File: src/rtl/core/pcss_pkg.sv
`timescale 1ns / 1ps
// Shared types, constants and lookup functions for the pulse counter segment scan.
// Used by pcss_serial_div and pulse_counter_segment_scan_top; depends on nothing.

package pcss_pkg;

    localparam int COUNT_W       = 14;
    localparam int COUNT_MODULUS = 10000;
    localparam int SEGMENT_LINES = 7;
    localparam int BASE_W        = 5;
    localparam int DIGIT_W       = 4;
    localparam int SEG_W         = 3;

    localparam logic [COUNT_W-1:0] COUNT_RESET = COUNT_W'(9995 % COUNT_MODULUS);
    localparam logic [COUNT_W-1:0] COUNT_LAST  = COUNT_W'(COUNT_MODULUS - 1);
    localparam logic [BASE_W-1:0]  BASE_RESET  = BASE_W'(10);
    localparam logic [BASE_W-1:0]  BASE_MIN    = BASE_W'(2);
    localparam logic [BASE_W-1:0]  BASE_MAX    = BASE_W'(16);

    // Status handed from the serial divider to the scanner.
    typedef struct packed {
        logic               done;
        logic [COUNT_W-1:0] quotient;
        logic [DIGIT_W-1:0] remainder;
    } t_div_stat;

    typedef struct packed {
        logic             found;
        logic [SEG_W-1:0] idx;
    } t_find;

    // Active-low segment patterns, one per digit value.
    function automatic logic [7:0] seg_code(input logic [DIGIT_W-1:0] digit);
        logic [7:0] code;
        unique case (digit)
            4'h0: code = 8'h82;
            4'h1: code = 8'hbb;
            4'h2: code = 8'h85;
            4'h3: code = 8'h91;
            4'h4: code = 8'hb8;
            4'h5: code = 8'hd0;
            4'h6: code = 8'hc0;
            4'h7: code = 8'h9b;
            4'h8: code = 8'h80;
            4'h9: code = 8'h90;
            4'ha: code = 8'h88;
            4'hb: code = 8'he0;
            4'hc: code = 8'hc6;
            4'hd: code = 8'ha1;
            4'he: code = 8'hc4;
            4'hf: code = 8'hcc;
        endcase
        return code;
    endfunction

    // Lowest lit (zero) segment line at or after start.
    function automatic t_find find_lit(input logic [7:0] code, input logic [SEG_W:0] start);
        t_find res;
        res = '0;
        for (int i = SEGMENT_LINES - 1; i >= 0; i--) begin
            if ((SEG_W+1)'(i) >= start && !code[i]) begin
                res.found = 1'b1;
                res.idx   = SEG_W'(i);
            end
        end
        return res;
    endfunction

endpackage

File: src/rtl/core/pulse_counter_segment_scan_top.sv
`timescale 1ns / 1ps
// Pulse counter with multiplexed seven-segment scan, one display tick per item.
// Depends on pcss_pkg and pcss_serial_div.

// One item per display tick: a set pulse advances the count (wrapping at the count
// modulus), and one result names the lit segment to drive this tick, or blank when the
// count is zero. Digits come from the count by repeated division by the configured base
// (clamped to 2..16), least significant first, with no leading zeros. Each digit comes
// from a 14-step bit-serial divide by the base; each move on to the next digit, before
// or after the segment shown, costs one more divide. A blank tick skips the divider.
// The next item is accepted while a finished result still waits on the output; a result
// that cannot leave holds the block in its last step.

module pulse_counter_segment_scan_top (
    input  logic                         i_clk,
    input  logic                         i_rst_n,
    input  logic                         i_cfg_we,
    input  logic [pcss_pkg::BASE_W-1:0]  i_cfg_data,
    input  logic                         i_valid,
    output logic                         o_ready,
    input  logic                         i_pulse,
    output logic                         o_valid,
    input  logic                         i_ready,
    output logic [pcss_pkg::DIGIT_W-1:0] o_digit_position,
    output logic [pcss_pkg::SEG_W-1:0]   o_segment_index,
    output logic                         o_segment_lit,
    output logic [pcss_pkg::COUNT_W-1:0] o_count_value
);

    typedef enum logic [2:0] {S_IDLE, S_LOAD, S_DIV, S_FIND, S_POST, S_OUT} t_state;

    t_state                         r_state;
    logic [pcss_pkg::BASE_W-1:0]    r_base;
    logic [pcss_pkg::COUNT_W-1:0]   r_count;
    logic [pcss_pkg::COUNT_W-1:0]   r_rem;
    logic [pcss_pkg::DIGIT_W-1:0]   r_digit;
    logic [pcss_pkg::SEG_W-1:0]     r_seg;
    logic                           r_seek;
    logic [pcss_pkg::DIGIT_W-1:0]   r_res_digit;
    logic [pcss_pkg::SEG_W-1:0]     r_res_seg;
    logic                           r_res_lit;
    logic                           r_o_valid;
    logic [pcss_pkg::DIGIT_W-1:0]   r_o_digit;
    logic [pcss_pkg::SEG_W-1:0]     r_o_seg;
    logic                           r_o_lit;
    logic [pcss_pkg::COUNT_W-1:0]   r_o_count;

    logic [pcss_pkg::BASE_W-1:0]    w_base;
    logic [pcss_pkg::COUNT_W-1:0]   w_load_val;
    logic [7:0]                     w_code;
    pcss_pkg::t_find                w_find_cur;
    pcss_pkg::t_find                w_find_next;
    logic                           w_div_start;
    logic [pcss_pkg::COUNT_W-1:0]   w_div_in;
    pcss_pkg::t_div_stat            w_div;
    logic                           w_in_acc;
    logic                           w_out_free;

    always_comb begin
        priority if (r_base < pcss_pkg::BASE_MIN) begin
            w_base = pcss_pkg::BASE_MIN;
        end else if (r_base > pcss_pkg::BASE_MAX) begin
            w_base = pcss_pkg::BASE_MAX;
        end else begin
            w_base = r_base;
        end
        w_load_val  = (r_rem == '0) ? r_count : r_rem;
        w_code      = pcss_pkg::seg_code(w_div.remainder);
        w_find_cur  = pcss_pkg::find_lit(w_code, {1'b0, r_seg});
        w_find_next = pcss_pkg::find_lit(w_code, {1'b0, r_seg} + (pcss_pkg::SEG_W+1)'(1));
        w_div_start = 1'b0;
        w_div_in    = w_load_val;
        if (r_state == S_LOAD && w_load_val != '0) begin
            w_div_start = 1'b1;
        end
        if (r_state == S_FIND && !w_find_cur.found && w_div.quotient != '0) begin
            w_div_start = 1'b1;
            w_div_in    = w_div.quotient;
        end
        if (r_state == S_POST && !w_find_next.found && w_div.quotient != '0) begin
            w_div_start = 1'b1;
            w_div_in    = w_div.quotient;
        end
        w_in_acc   = i_valid && o_ready;
        w_out_free = !r_o_valid || i_ready;
    end

    pcss_serial_div u_div (
        .i_clk      (i_clk),
        .i_rst_n    (i_rst_n),
        .i_start    (w_div_start),
        .i_dividend (w_div_in),
        .i_divisor  (w_base),
        .o_stat     (w_div)
    );

    always_ff @(posedge i_clk) begin
        if (!i_rst_n) begin
            r_state   <= S_IDLE;
            r_base    <= pcss_pkg::BASE_RESET;
            r_count   <= pcss_pkg::COUNT_RESET;
            r_rem     <= '0;
            r_digit   <= '0;
            r_seg     <= '0;
            r_seek    <= 1'b0;
            r_o_valid <= 1'b0;
        end else begin
            if (i_cfg_we) begin
                r_base <= i_cfg_data;
            end
            if (r_state == S_OUT && w_out_free) begin
                r_o_valid <= 1'b1;
            end else if (i_ready) begin
                r_o_valid <= 1'b0;
            end
            unique case (r_state)
                S_IDLE: begin
                    if (w_in_acc) begin
                        if (i_pulse) begin
                            r_count <= (r_count == pcss_pkg::COUNT_LAST) ? '0
                                     : r_count + pcss_pkg::COUNT_W'(1);
                        end
                        r_state <= S_LOAD;
                    end
                end
                S_LOAD: begin
                    r_seek <= 1'b0;
                    // take a fresh snapshot once the previous one is used up
                    if (r_rem == '0) begin
                        r_rem   <= r_count;
                        r_digit <= '0;
                        r_seg   <= '0;
                    end
                    if (w_load_val == '0) begin
                        r_res_lit   <= 1'b0;
                        r_res_digit <= '0;
                        r_res_seg   <= '0;
                        r_state     <= S_OUT;
                    end else begin
                        r_state <= S_DIV;
                    end
                end
                S_DIV: begin
                    if (w_div.done) begin
                        r_state <= S_FIND;
                    end
                end
                S_FIND: begin
                    if (w_find_cur.found) begin
                        r_seg <= w_find_cur.idx;
                        if (r_seek) begin
                            // park on the first lit segment of the next digit
                            r_state <= S_OUT;
                        end else begin
                            r_res_lit   <= 1'b1;
                            r_res_digit <= r_digit;
                            r_res_seg   <= w_find_cur.idx;
                            r_state     <= S_POST;
                        end
                    end else begin
                        // digit shows nothing more: drop it and move to the next one
                        r_rem   <= w_div.quotient;
                        r_digit <= r_digit + pcss_pkg::DIGIT_W'(1);
                        r_seg   <= '0;
                        if (w_div.quotient == '0) begin
                            if (!r_seek) begin
                                r_res_lit   <= 1'b0;
                                r_res_digit <= '0;
                                r_res_seg   <= '0;
                            end
                            r_state <= S_OUT;
                        end else begin
                            r_state <= S_DIV;
                        end
                    end
                end
                S_POST: begin
                    // step past the shown segment; on a new digit, divide again with
                    // this base to find its first lit segment
                    if (w_find_next.found) begin
                        r_seg   <= w_find_next.idx;
                        r_state <= S_OUT;
                    end else begin
                        r_rem   <= w_div.quotient;
                        r_digit <= r_digit + pcss_pkg::DIGIT_W'(1);
                        r_seg   <= '0;
                        if (w_div.quotient == '0) begin
                            r_state <= S_OUT;
                        end else begin
                            r_seek  <= 1'b1;
                            r_state <= S_DIV;
                        end
                    end
                end
                S_OUT: begin
                    if (w_out_free) begin
                        r_o_digit <= r_res_digit;
                        r_o_seg   <= r_res_seg;
                        r_o_lit   <= r_res_lit;
                        r_o_count <= r_count;
                        r_state   <= S_IDLE;
                    end
                end
                default: begin
                    r_state <= S_IDLE;
                end
            endcase
        end
    end

    assign o_ready          = (r_state == S_IDLE);
    assign o_valid          = r_o_valid;
    assign o_digit_position = r_o_digit;
    assign o_segment_index  = r_o_seg;
    assign o_segment_lit    = r_o_lit;
    assign o_count_value    = r_o_count;

    a_busy_after_accept: assert property (@(posedge i_clk) disable iff (!i_rst_n)
        (i_valid && o_ready) |=> !o_ready)
        else $error("input taken while an item is still in progress");

    a_blank_is_zero: assert property (@(posedge i_clk) disable iff (!i_rst_n)
        (o_valid && !o_segment_lit) |-> (o_digit_position == '0 && o_segment_index == '0))
        else $error("blank result carries a digit or segment");

    a_div_done_in_div: assert property (@(posedge i_clk) disable iff (!i_rst_n)
        w_div.done |-> (r_state == S_DIV))
        else $error("divider finished outside the divide state");

    a_count_range: assert property (@(posedge i_clk) disable iff (!i_rst_n)
        o_valid |-> (o_count_value <= pcss_pkg::COUNT_LAST))
        else $error("count value beyond modulus");

endmodule

File: src/rtl/core/pcss_serial_div.sv
`timescale 1ns / 1ps
// Bit-serial restoring divider: one quotient bit per cycle, narrow partial remainder.
// Depends on pcss_pkg.

module pcss_serial_div (
    input  logic                         i_clk,
    input  logic                         i_rst_n,
    input  logic                         i_start,
    input  logic [pcss_pkg::COUNT_W-1:0] i_dividend,
    input  logic [pcss_pkg::BASE_W-1:0]  i_divisor,
    output pcss_pkg::t_div_stat          o_stat
);

    localparam int CNT_W = $clog2(pcss_pkg::COUNT_W + 1);

    logic                          r_busy;
    logic                          r_done;
    logic [CNT_W-1:0]              r_cnt;
    logic [pcss_pkg::COUNT_W-1:0]  r_q;
    logic [pcss_pkg::DIGIT_W-1:0]  r_r;
    logic [pcss_pkg::BASE_W-1:0]   r_d;

    logic [pcss_pkg::DIGIT_W:0]    w_trial;
    logic                          w_ge;
    logic [pcss_pkg::DIGIT_W-1:0]  n_r;

    always_comb begin
        // shift the next dividend bit into the partial remainder
        w_trial = {r_r, r_q[pcss_pkg::COUNT_W-1]};
        w_ge    = (w_trial >= r_d);
        n_r     = w_ge ? pcss_pkg::DIGIT_W'(w_trial - r_d) : w_trial[pcss_pkg::DIGIT_W-1:0];
    end

    always_ff @(posedge i_clk) begin
        if (!i_rst_n) begin
            r_busy <= 1'b0;
            r_done <= 1'b0;
            r_cnt  <= '0;
            r_q    <= '0;
            r_r    <= '0;
        end else if (i_start) begin
            r_busy <= 1'b1;
            r_done <= 1'b0;
            r_cnt  <= CNT_W'(pcss_pkg::COUNT_W);
            r_q    <= i_dividend;
            r_r    <= '0;
            r_d    <= i_divisor;
        end else if (r_busy) begin
            r_q   <= {r_q[pcss_pkg::COUNT_W-2:0], w_ge};
            r_r   <= n_r;
            r_cnt <= r_cnt - CNT_W'(1);
            if (r_cnt == CNT_W'(1)) begin
                r_busy <= 1'b0;
                r_done <= 1'b1;
            end
        end else begin
            r_done <= 1'b0;
        end
    end

    assign o_stat.done      = r_done;
    assign o_stat.quotient  = r_q;
    assign o_stat.remainder = r_r;

endmodule

File: config.mk
export PLATFORM = sky130hd
export DESIGN_NAME = pulse_counter_segment_scan_top
export DESIGN_NICKNAME = d
export VERILOG_FILES = /design/src/rtl/core/pcss_pkg.sv /design/src/rtl/core/pulse_counter_segment_scan_top.sv /design/src/rtl/core/pcss_serial_div.sv
export SDC_FILE = /design/constraint.sdc
export NUM_CORES = 1
export LEC_CHECK = 0
export ABC_AREA = 1
export BUFFER_PORTS_ARGS = -buffer_cell sky130_fd_sc_hd__buf_4
export CAP_MARGIN = 20
export CORE_MARGIN = 1
export CORE_UTILIZATION = 45
export DETAILED_ROUTE_END_ITERATION = 16
export MAX_ROUTING_LAYER = met4
export SYNTH_ARGS = -nofsm -noshare
export SYNTH_HDL_FRONTEND = slang
export SYNTH_HIERARCHICAL = 1
export SYNTH_SLANG_ARGS = --single-unit
File: constraint.sdc
create_clock -name i_clk -period 3.9 [get_ports i_clk]
set_input_delay 0.78 -clock i_clk [delete_from_list [all_inputs] [get_ports i_clk]]
set_output_delay 0.78 -clock i_clk [all_outputs]
set_load 0.02 [all_outputs]
After elaboration in Yosys (flattened, before gate mapping)
Memories as Yosys holds them, arrays and structs flattened. A register that Yosys moved wholly into a read port is not among the register bits.
Cells that the tools add are included.
Widths: inputs -> output; s select.
- bits in registers: 104
- bits in read-only memories: 112
- input port bits: 11
- output and inout bits: 24
- memories: 1
- memory list (name ; depth ; width ; read ports ; clocked after Yosys merged registers in ; wr ports ; RTL line ; source):
    (no name shown) ; 16 ; 7 ; 1 ; 1 ; 0 ; pcss_pkg.sv:35 ; unique case (digit)
- add/sub/neg operators: 5
- $lt $le $gt $ge: 17
- eq/ne operators: 20
- multiplexer cells: 75
- bitwise logic cells: 2
- reduce and logical (&&, ||, !) cells: 56
- operators with widths (kind ; count):
    $mux 14 ; 8
    $mux 4 ; 27
    $mux 3 ; 15
    $logic_not 14->1 ; 3
    $pmux 14 s3 ; 1
    $reduce_bool 14->1 ; 2
    $logic_and 1x1->1 ; 21
    $pmux 3 s6 ; 1
    $reduce_and 3->1 ; 6
    $mux 1 ; 16
    $add 14x1->14 const B ; 1
    $eq 14x14->1 const B ; 1
    $ne 2x2->1 const B ; 7
    $ge 3x4->1 const A ; 3
    $pmux 4 s3 ; 1
    $logic_not 1->1 ; 10
    $ge 3x3->1 const A ; 3
    $pmux 3 s3 ; 1
    $ge 1x4->1 const A ; 2
    $ge 2x4->1 const A ; 2
    $pmux 4 s2 ; 1
    $reduce_bool 2->1 ; 4
    $eq 3x2->1 const B ; 2
    $eq 3x3->1 const B ; 2
    other kinds (26) ; 35

Longest topological paths before layout
- depth in word-level cells: 16
- gate-level depth with buffers: 22

Hierarchy
The synthesis kept the hierarchy.
- modules (own cells, without submodules) (module ; instances ; cells each ; area each (sq um) ; seq. area each (sq um)):
    pulse_counter_segment_scan_top ; 1 ; 643 ; 4503.1 ; 1801.7
    pcss_serial_div ; 1 ; 196 ; 1510.2 ; 630.6

Worst setup path before layout
OpenSTA, ideal clock, no wires.
- kind: input-to-reg
- start: input i_rst_n
- end: register r_o_count, in the netlist o_count_value[0], enable pin
- data arrival time: 2.819 ns
- required time: 3.471 ns
- slack: 0.652 ns
- stages on the path: 4
- path through: clkbuf_1 inv_1 clkbuf_1 nor3_1
- longest elaborated chain between the ends: 1
- RTL lines (element ; RTL line ; source):
    start, declared ; pulse_counter_segment_scan_top.sv:16 ; input logic i_rst_n,
    $reduce_and 3->1 (no line) ; n/a ;
    end signal, assigned ; pulse_counter_segment_scan_top.sv:200 ; r_o_count <= r_count;
    end, declared ; pulse_counter_segment_scan_top.sv:46 ; logic [pcss_pkg::COUNT_W-1:0] r_o_count;
No other way between the ends.
A chain may end at the register's enable or synchronous reset.

==> summary.md <==
| Metric | Value |
|---|---|
| WP data required | 4160 ps |
| Setup TNS | 0 ps |
| Switching Power | 1.955 mW |
| Fin Hold WS | 417.0 ps |
| Die W | 117.6 um |
| Comb pwr share | 46.6% |
| Boundary Pins | 35 |
| YS warnings | 6 |
| Post-synth top cells | 202 x nand2_1, 127 x inv_1, 115 x nor2_1 |
| CTS Sinks | 104 |
| Routed wire length | 12.81 mm |
| Post-CTS setup buffers | 0 |
| CTS Hold Bufs | 0 |
| Routed Antenna Nets | 0 |
| Clock Root Buffer | clkbuf_16 |
| Worst hold path class | flop to flop |
| Share of cells above drive strength 1 | 11.30% |
| # Max-Cap Violations | 0 |
| GRT overflow | 0 |
| Worst-path clk slew | 70 ps |
| Final setup violation count | 0 |
| Final net count | 894 |
| DIE AREA | 13830 um^2 |
| Yosys top cell area share | 22.97% |
| Crit end category | flop |
| Maximum vdd drop | 330.5 uV |
| Hold path startpoint | r_res_digit[1] |
| Port Buffer Count | 34 |
| Post-Syn Area per Cell | 7.167 um^2 |
| Worst-Skew Late Latency | 360 ps |
| Internal Power | 2.478 mW |
| Flop pwr share | 33.7% |
| Die height | 117.6 um |
| Routed vias | 5218 |
| First-pass GRT wire length | 22.11 mm |
| Placer Congestion | 0.8750 |
| Post-route cell area | 6645 um^2 |
| Initial core utilization | 46.89% |
| Status | completed |
| Pre-CTS setup slack | 775.7 ps |
| Placed Instance Area | 6355 um^2 |
| Count leader, synth | nand2_1 |
| Syn nets | 871 |
| Leak | 3.007 nW |
| Fraction of registers with async set/reset | 0% |
| R2r startpoint | u_div/r_r[1] |
| Final instance count without filler cells | 1039 |
| Seq cells post-synth | 104 |
| Synth-to-layout area growth | 10.51% |
| Num rows | 41 |
| Post_cts resized | 0 |
| Placed Cells incl. Taps | 1023 |
| Sw Ratio | 44.10% |
| Num CTS Buffers | 9 |
| EDFF count, synth | 35 |
| Sequential fraction of the synthesis area | 40.45% |
| Fin. max-slew vios | 0 |
| CTS tree | yes |
| Count of final hold-check violations | 0 |
| Skew final | 5.830 ps |
| Synth Flop Type | dfxtp_1 |
| Final HPWL DP | 9.865 mm |
| DR iter-0 viols | 357 |
| CP startpoint kind | flop |
| Core ar. | 12820 um^2 |
| Fmax | 321.1 MHz |
| Via/cell ratio | 5.022 |
| Dominant cell type by area after synthesis | dfxtp_1 |
| RSZ-0062 raised after global routing | no |
| Critical Path AT | 3370 ps |
| Setup WS post-layout | 785.8 ps |
| Slew @ Worst Pin | 864.2 ps |
| Clk pwr share | 19.7% |
| Initial antenna violation count | 0 |
| Syn Inst Count | 839 |
| Max clock buf depth | 2 |
| CP Max Fanout | 18 |
| Synth cell types | 44 |
| Final worst path period share | 79.85% |
| # DRC | 0 |
| Critical Path Source | u_div/r_r[1] |
| Antenna cells | 0 |
| Kind of critical path | flop to flop |
| Synth top area cells | dfxtp_1 23%, edfxtp_1 17%, nand2_1 13%, inv_1 7.9%, nor2_1 7.2% |
| Power per cell area | 667.1 nW/um^2 |
| Slew HR | 42.32% |
| GRT Util Overall | 20.11% |
| # H-tree levels | 3 |
| Maximum number of pins on one net before global-route repair | 49 |
| Final worst path period need | 3114 ps |
| DR WL/cell | 12.33 um |
| Mapped Area | 6013 um^2 |
| Detailed Routing Iterations Pass 1 | 4 |
| Vias in the first global route | 4824 |
-- power by group through the flow --
stage	combinational (mW)	clock [mW]	sequential [mW]
global placement	2.04	0	1.51
CTS	2.07	0.894	1.49
finish	2.07	0.874	1.49
global route	2.38	0.945	1.52
detailed placement	2.06	0	1.52
floorplan	1.70	0	1.45
-- critical path: stages (launching register included) --
cell and delay [ps]:
dfxtp_1 480, inv_1 140, ha_1 240, inv_1 80, nand2_1 60, nand2_1 80
nand2_1 80, nand2_1 90, nand2_1 70, nor2_1 170, nand3_1 160, nor2_1 150
nor2_2 70, nand2_1 490, inv_2 110, nand2_2 180, inv_2 100, nand2_1 70
o211ai_1 80, nand2_1 60, inv_1 40
-- cells by family after synthesis --
logic type | count (synthesis) | share of synthesized area, %
simple gates | 445 | 32.42
buf+inv | 163 | 11.34
flops | 104 | 40.45
compound gates | 100 | 10.11
fa+ha+maj | 21 | 4.494
xor+xnor | 6 | 1.186
-- path summary, 6_finish.rpt --
check / endpoint / slack, ps / cells after the start
worst max-delay path: u_div/r_q[5] / 790 / 20
worst min-delay path: o_digit_position[1] / 420 / 0
worst max register to register: u_div/r_q[5] / 790 / 20
worst min register to register: o_digit_position[1] / 420 / 0
-- cell usage in the layout, fill, tap and decap left out, types with 20 or more instances in the layout --
cell type  instances
nand2_1          202
edfxtp_1          35
a21oi_1           32
nor2_1           115
o21ai_0           24
buf_4             39
nand3_1           62
ha_1              20
inv_1            127
dfxtp_1           69
-- cell type report --
class | count | area, um^2
clock buffer | 10 | 239.0
sequential | 104 | 2432
tap | 172 | 215.2
multi-input combinational | 572 | 2904
clock inverter | 6 | 51.30
inverter | 136 | 510.5
timing repair buffer | 39 | 292.8
fill | 1318 | 6180
-- per-layer routing --
layer | track usage (%) | wire [um] | up-vias
met4 | 7.131 | 235 | 0
met5 | - | 0 | -
met3 | 4.021 | 492 | 12
met2 | 30.36 | 5591 | 102
li1 | - | - | 2720
met1 | 26.79 | 6489 | 2384
-- through the flow --
stage	power [mW]	utilization, %
5_1_grt	4.847	51.81
3_5_place_dp	3.580	49.55
2_1_floorplan	3.153	-
6_report	4.433	51.81
3_3_place_gp	3.553	49.55
4_1_cts	4.460	51.81
-- registers in the layout (all words and copies together), names as in the netlist, 4 cells and up --
register / cells
o_count_value: 14
r_count: 14
r_rem: 14
u_div/r_q: 14
r_base: 5
u_div/r_d: 5
o_digit_position: 4
r_digit: 4
r_res_digit: 4
u_div/r_cnt: 4
u_div/r_r: 4
(Power assumes the default switching activity.)
